--- config.mk ---
export PLATFORM = sky130hd
export DESIGN_NAME = cei_div
export DESIGN_NICKNAME = d
export VERILOG_FILES = /design/src/hw/rtl/cei_pkg.sv /design/src/hw/rtl/cei_div.sv
export SDC_FILE = /design/constraint.sdc
export NUM_CORES = 1
export LEC_CHECK = 0
export BUFFER_PORTS_ARGS = -buffer_cell sky130_fd_sc_hd__buf_2
export CAP_MARGIN = 15
export CORE_MARGIN = 4
export CORE_UTILIZATION = 45
export CTS_CLUSTER_SIZE = 10
export DETAILED_ROUTE_END_ITERATION = 8
export PLACE_DENSITY = 0.69
export REMOVE_ABC_BUFFERS = 1
export SLEW_MARGIN = 10
export SYNTH_ARGS = -nofsm -noshare
export SYNTH_HDL_FRONTEND = slang
export SYNTH_SLANG_ARGS = --single-unit
--- constraint.sdc ---
create_clock -name clk -period 4.21 [get_ports clk]
set_clock_uncertainty 0.05 [all_clocks]
set_input_delay 0.421 -clock clk [delete_from_list [all_inputs] [get_ports clk]]
set_output_delay 0.421 -clock clk [all_outputs]
set_load 0.1 [all_outputs]
--- src/hw/rtl/cei_pkg.sv ---
// Package: constants, types and codes shared by the curtailed energy integrator.
`default_nettype none
package cei_pkg;
  localparam int CurvePoints = 64;
  localparam int IdxW = $clog2(CurvePoints);
  localparam int CntW = $clog2(CurvePoints + 1);
  localparam logic [23:0] ThresholdReset = 24'd3150000;
  localparam logic [47:0] EnergyMax = {48{1'b1}};

  typedef enum logic [1:0] {
    FUNC_POINT = 2'd0,
    FUNC_LIMIT = 2'd1,
    FUNC_WIND  = 2'd2,
    FUNC_NONE  = 2'd3
  } func_t;

  typedef enum logic [2:0] {
    REG_THRESHOLD = 3'd0,
    REG_USE_EXT   = 3'd1,
    REG_EXT_START = 3'd2,
    REG_EXT_END   = 3'd3,
    REG_COUNT     = 3'd4
  } reg_idx_t;

  typedef enum logic [3:0] {
    ST_IDLE, ST_SCAN, ST_SCAN_WAIT, ST_SEG, ST_MUL, ST_DIV, ST_SUM, ST_PROD,
    ST_ACC, ST_OUT
  } state_t;

  // Handshake between the sequencer and the divider.
  typedef struct packed {
    logic        start;
    logic [39:0] dividend;
    logic [15:0] divisor;
  } div_req_t;

  typedef struct packed {
    logic        busy;
    logic        done;
    logic [39:0] quotient;
  } div_rsp_t;
endpackage
`default_nettype wire

--- src/hw/rtl/cei_div.sv ---
// Serial restoring divider, one quotient bit per cycle.
`default_nettype none
module cei_div
  import cei_pkg::*;
(
  input  wire logic     clk,
  input  wire logic     rst_n,
  input  wire div_req_t req,
  output div_rsp_t      rsp
);
  logic [39:0] q_r, q_nxt;
  logic [16:0] rem_r, rem_nxt;
  logic [15:0] dvs_r, dvs_nxt;
  logic [5:0]  cnt_r, cnt_nxt;
  logic        busy_r, busy_nxt, done_r, done_nxt;
  logic [16:0] trial;

  always_comb begin
    q_nxt = q_r;
    rem_nxt = rem_r;
    dvs_nxt = dvs_r;
    cnt_nxt = cnt_r;
    busy_nxt = busy_r;
    done_nxt = 1'b0;
    trial = {rem_r[15:0], q_r[39]};
    if (req.start) begin
      q_nxt = req.dividend;
      rem_nxt = '0;
      dvs_nxt = req.divisor;
      cnt_nxt = 6'd40;
      busy_nxt = 1'b1;
    end else if (busy_r) begin
      if (trial >= {1'b0, dvs_r}) begin
        rem_nxt = trial - {1'b0, dvs_r};
        q_nxt = {q_r[38:0], 1'b1};
      end else begin
        rem_nxt = trial;
        q_nxt = {q_r[38:0], 1'b0};
      end
      cnt_nxt = cnt_r - 6'd1;
      if (cnt_r == 6'd1) begin
        busy_nxt = 1'b0;
        done_nxt = 1'b1;
      end
    end
  end

  always_ff @(posedge clk) begin
    if (!rst_n) begin
      busy_r <= 1'b0;
      done_r <= 1'b0;
      cnt_r <= '0;
    end else begin
      busy_r <= busy_nxt;
      done_r <= done_nxt;
      cnt_r <= cnt_nxt;
    end
    q_r <= q_nxt;
    rem_r <= rem_nxt;
    dvs_r <= dvs_nxt;
  end

  assign rsp.busy = busy_r;
  assign rsp.done = done_r;
  assign rsp.quotient = q_r;
endmodule
`default_nettype wire

# Word level (Yosys, flattened, before mapping)
# Index checks and enable logic that the tools add are counted.
# Widths: inputs -> output; s select.
# classes
add_sub_neg	2
order_cmp	1
n_eq_ne	1
n_mux	10
bitwise_logic	2
reduce_logical	3
# op_table
operator	n
$mux 40	2
$ge 17x16->1	1
$mux 16	1
$sub 16x16->16	1
$mux 6	2
$eq 6x1->1 const B	1
$sub 6x1->6 const B	1
$mux 1	5
$reduce_or 3->1	1
$not 1->1	2
$reduce_bool 2->1	1
$reduce_or 2->1	1
# word_totals
ff_bits	80
inputBits	59
out_inout_bits	42
wordCells	26

# Longest topological paths before layout
# logic_depth
word_depth	4
depth_mapped	10
mapped_depth_nobuf	9

# Worst setup path after synthesis
# OpenSTA, ideal clock, no wires.
# synth_timing
path_type	flip-flop to flip-flop
start	register q_r[39]
end	register rem_r[14]
setup_ns	0.074
arrival_ns	2.765
required_ns	4.086
slack_ns	1.321
path_stages_with_launch	10
n_path_buf	0
synth_period_minus_slack_ns	2.889
cell_sequence	edfxtp_1 > inv_1 > ha_1 > fa_1 > nor2b_1 > o31a_1 > o31ai_1 > a2111oi_0 > nor3_1 > o21ai_0
# synth_via
elab_chain_cells	2
word_cells_on_any_way	3
cone_classes	1 x add/sub; 1 x order compare; 1 x mux
# synth_rtl
element	line	source
start, declared	cei_div.sv:11	logic [39:0] q_r, q_nxt;
start signal, assigned	cei_div.sv:58	q_r <= q_nxt;
$sub 16x16->16 or $ge 17x16->1 (tied branches)	cei_div.sv:34, cei_div.sv:33	
$mux 16 *	cei_div.sv:33	if (trial >= {1'b0, dvs_r}) begin
end signal, assigned	cei_div.sv:59	rem_r <= rem_nxt;
end, declared	cei_div.sv:12	logic [16:0] rem_r, rem_nxt;
# Every way passes the cells marked *; elsewhere a longest branch is shown, timed or not.
# A chain may end at the register's enable or synchronous reset.

# Final worst setup path
# layout_timing
start	register dvs_r[12]
end	register rem_r[1]
# layout_via
elab_chain_cells	2
# layout_rtl
element	line	source
start, declared	cei_div.sv:13	logic [15:0] dvs_r, dvs_nxt;
start signal, assigned	cei_div.sv:60	dvs_r <= dvs_nxt;
$ge 17x16->1	cei_div.sv:33	
$mux 16	cei_div.sv:33	
# Every way passes these cells.

==> impl_metrics.yaml <==
status:
  status: "finished, final reports clean"
worst_setup_path:
  r2r_start: "dvs_r[12]"
  slowest_delay_ns: 0.47
  cp_slowest_cell: "o211a_1"
  crit_path_max_fanout: 12
  critical_path_class: "reg -> reg"
  path_cells: "inv_1, ha_1, a21o_1, a21oi_1, a21oi_2, o211a_1, nor2_2, o311ai_1"
  r2r_cells: 8
  arrival_ns: 2.71
  crit_path_end_kind: "flop"
  reg2reg_slack_ns: 1.69
  timing.rr.end: "rem_r[1]"
  start_kind: "flop"
  crit_required_ns: 4.41
min_path:
  holdPathEnd: "dvs_r[1]"
  hold_path_depth: 1
  holdCritStartpoint: "req[1]"
  hp-class: "in -> reg"
finish:
  multiInputGateArea_um2: 1900
  drive_gt1_share_pct: 35.4
  n_antenna_cell: 0
  seq_area_um2: 2160
  area_growth_pct: 17.7
  nets: 550
  stdcell_count: 588
  fill_cells: 823
sta:
  grt_setup_unrepaired: "no"
  layout_min_cycle_time_ns: 2.52
  worst_pin_slew_ns: 0.847
  fin_crit_sh_pct: 59.8
  hold_viol: 0
  relSlewSlack_pct: 43.6
  maxSlewViolCount: 0
  hold_ws_ns: 0.189
  fin_tns_setup_ns: 0
  setup_viol: 0
  fmax_mhz: 398
clocking:
  clk_pin_slew_worst_paths_ns: 0.09
  cts_root_buffer: "clkbuf_8"
  post_cts_buffers: 0
  cts_sinks: 80
  cts_max_level: 3
  numCtsBuffers: 9
  cts_tree: "built"
  cts_buffer_depth: 2
  holdBufCountCts: 0
  clk_latency_ns: 0.35
  cts_resized: 0
logic_synthesis:
  syn_avg_cell_area_um2: 11.3
  netlist_area_um2: 4250
  muxShareOfSynthArea_pct: 10.6
  synth_top_family_by_area: "compound AO/OA/AOI/OAI gates"
  synth_area_leaders: "edfxtp_1 (40%), dfxtp_1 (11%), mux2_2 (11%)"
  synth_warnings: 0
  ys_types: 56
  synth_compound_area_share_pct: 15.3
  ys_top_cells_by_count: "edfxtp_1 (56), mux2_2 (40), nor2_1 (27), dfxtp_1 (24), inv_1 (22)"
  synth_top_area_cell: "edfxtp_1"
  synth-simple-area-share_pct: 10.6
  synth_edf_count: 56
  syn_inst: 375
  yosysMostFrequentCell: "edfxtp_1"
  yosys.area_share.adder_pct: 5.77
  ys.flop_type: "edfxtp_1"
  synth_top_area_share_pct: 39.6
  seq_area_frac_synth_pct: 50.9
  synth_xor_area_share_pct: 2.47
  yosys_register_bits: 80
  async_reset_ff_share_pct: 0
global_route:
  grt_max_degree: 73
  antenna_found_initial: 0
  grt.total_usage_pct: 17.9
  grt.overflow.total: 0
  grt_pass1_vias: 3288
  grt_pass1_wl_mm: 15.9
detailed_routing:
  viasPerCell: 5.63
  drtIter0Drc: 206
  drc: 0
  wl_mm: 9.67
  dr_total_vias: 3309
  drtAntennaViolNets: 0
  drt-pass1-iter-count: 4
  wl_per_cell_um: 16.4
pwr:
  p_leak_nw: 2.15
  ir_drop_mv: 0.257
  p_total_mw: 2.12
  powerDensity_nw_per_um2: 424
floorplan:
  core-area_um2: 9200
  start_util_pct: 46.2
  die_y_um: 105
  io_pins: 101
  dieArea_um2: 11100
  core.rowCount: 35
  die-width_um: 105
placement:
  hpwl_mm: 6.95
  io_buffers: 100
  dp_cells: 572
  place_congestion: 0.883
job:
  drv_cap: 0
## state kept, by name, indices dropped and copies added (netlist names)
name / count
busy_r: 1
dvs_r: 16
cnt_r: 6
rem_r: 16
q_r: 40
done_r: 1
## cell families (layout without fill, tap and decap cells)
family	Yosys count	in the layout
and+or+nand+nor	91	91
AOI/OAI and AO/OA	92	92
muxes	40	40
xor gates and xnor gates	12	12
buffers and inverters	41	143
adders and majority gates	19	19
DFF	80	80
## metrics by stage
stage / utilization, % / setup WS, ns / cell area (um^2)
finish: 54.4 / 1.69 / 5000
global route: 54.4 / 1.50 / 5000
CTS: 54.4 / 1.72 / 5000
detailed placement: 52.4 / 1.75 / 4820
global placement: 52.4 / 1.77 / 4820
floorplan: - / 1.20 / 4150
## worst max path at each step
stage	startpoint	endpoint	slack (ns)
finish	dvs_r[12]	rem_r[1]	1.69
global route	q_r[39]	rem_r[14]	1.50
CTS	dvs_r[12]	rem_r[1]	1.72
detailed placement	dvs_r[12]	q_r[0]	1.75
global placement	dvs_r[12]	rem_r[1]	1.77
floorplan	busy_r	q_r[0]	1.20
## area by class of cell
class / count / area share [%]
clock buffer: 9 / 2.48
sequential: 80 / 43.2
clock inverter: 7 / 1.08
inverter: 22 / 1.65
multi-input combinational: 254 / 38.0
timing repair buffer: 105 / 10.8
tap: 111 / 2.78
## power breakdown
| part | switching (mW) | internal, mW | leakage, nW |
|---|---|---|---|
| clock | 0.295 | 0.218 | 0.0839 |
| combinational | 0.483 | 0.165 | 1.31 |
| sequential | 0.0360 | 0.921 | 0.756 |
| total | 0.814 | 1.30 | 2.15 |
## cell usage in the layout, fill, tap and decap left out, drive strengths merged, types with 3 or more instances in the layout
| master | count |
|---|---|
| nand4 | 4 |
| ha | 18 |
| nor3 | 8 |
| and2 | 4 |
| o21ai | 18 |
| nor2b | 4 |
| nand3 | 9 |
| nand2 | 16 |
| edfxtp | 56 |
| xnor2 | 5 |
| inv | 24 |
| o31ai | 4 |
| clkinv | 3 |
| o21a | 9 |
| a21o | 9 |
| dfxtp | 24 |
| clkbuf | 9 |
| nor2 | 28 |
| mux2 | 40 |
| a21oi | 21 |
| a211oi | 4 |
| buf | 105 |
| nor4 | 4 |
| and3 | 4 |
| a311oi | 6 |
| o21bai | 4 |
| xor2 | 7 |
## critical path: cells and delay by family, from the launching register on
kind                     cells  cell delay [ns]
AO/OA/AOI/OAI                5             1.35
adder cells (fa/ha/maj)      1             0.46
buffers and inverters        1             0.05
flip-flops                   1             0.34
AND/OR/NAND/NOR              1             0.17
## metal layers
| layer | GRT usage, % | wire (um) | vias to the layer above |
|---|---|---|---|
| met5 | 0 | 0 | - |
| met4 | 6.94 | 149 | 0 |
| met3 | 5.13 | 847 | 11 |
| met2 | 28.1 | 4490 | 138 |
| met1 | 23.2 | 4180 | 1564 |
| li1 | - | - | 1596 |
Power figures use the tool's default switching activity.
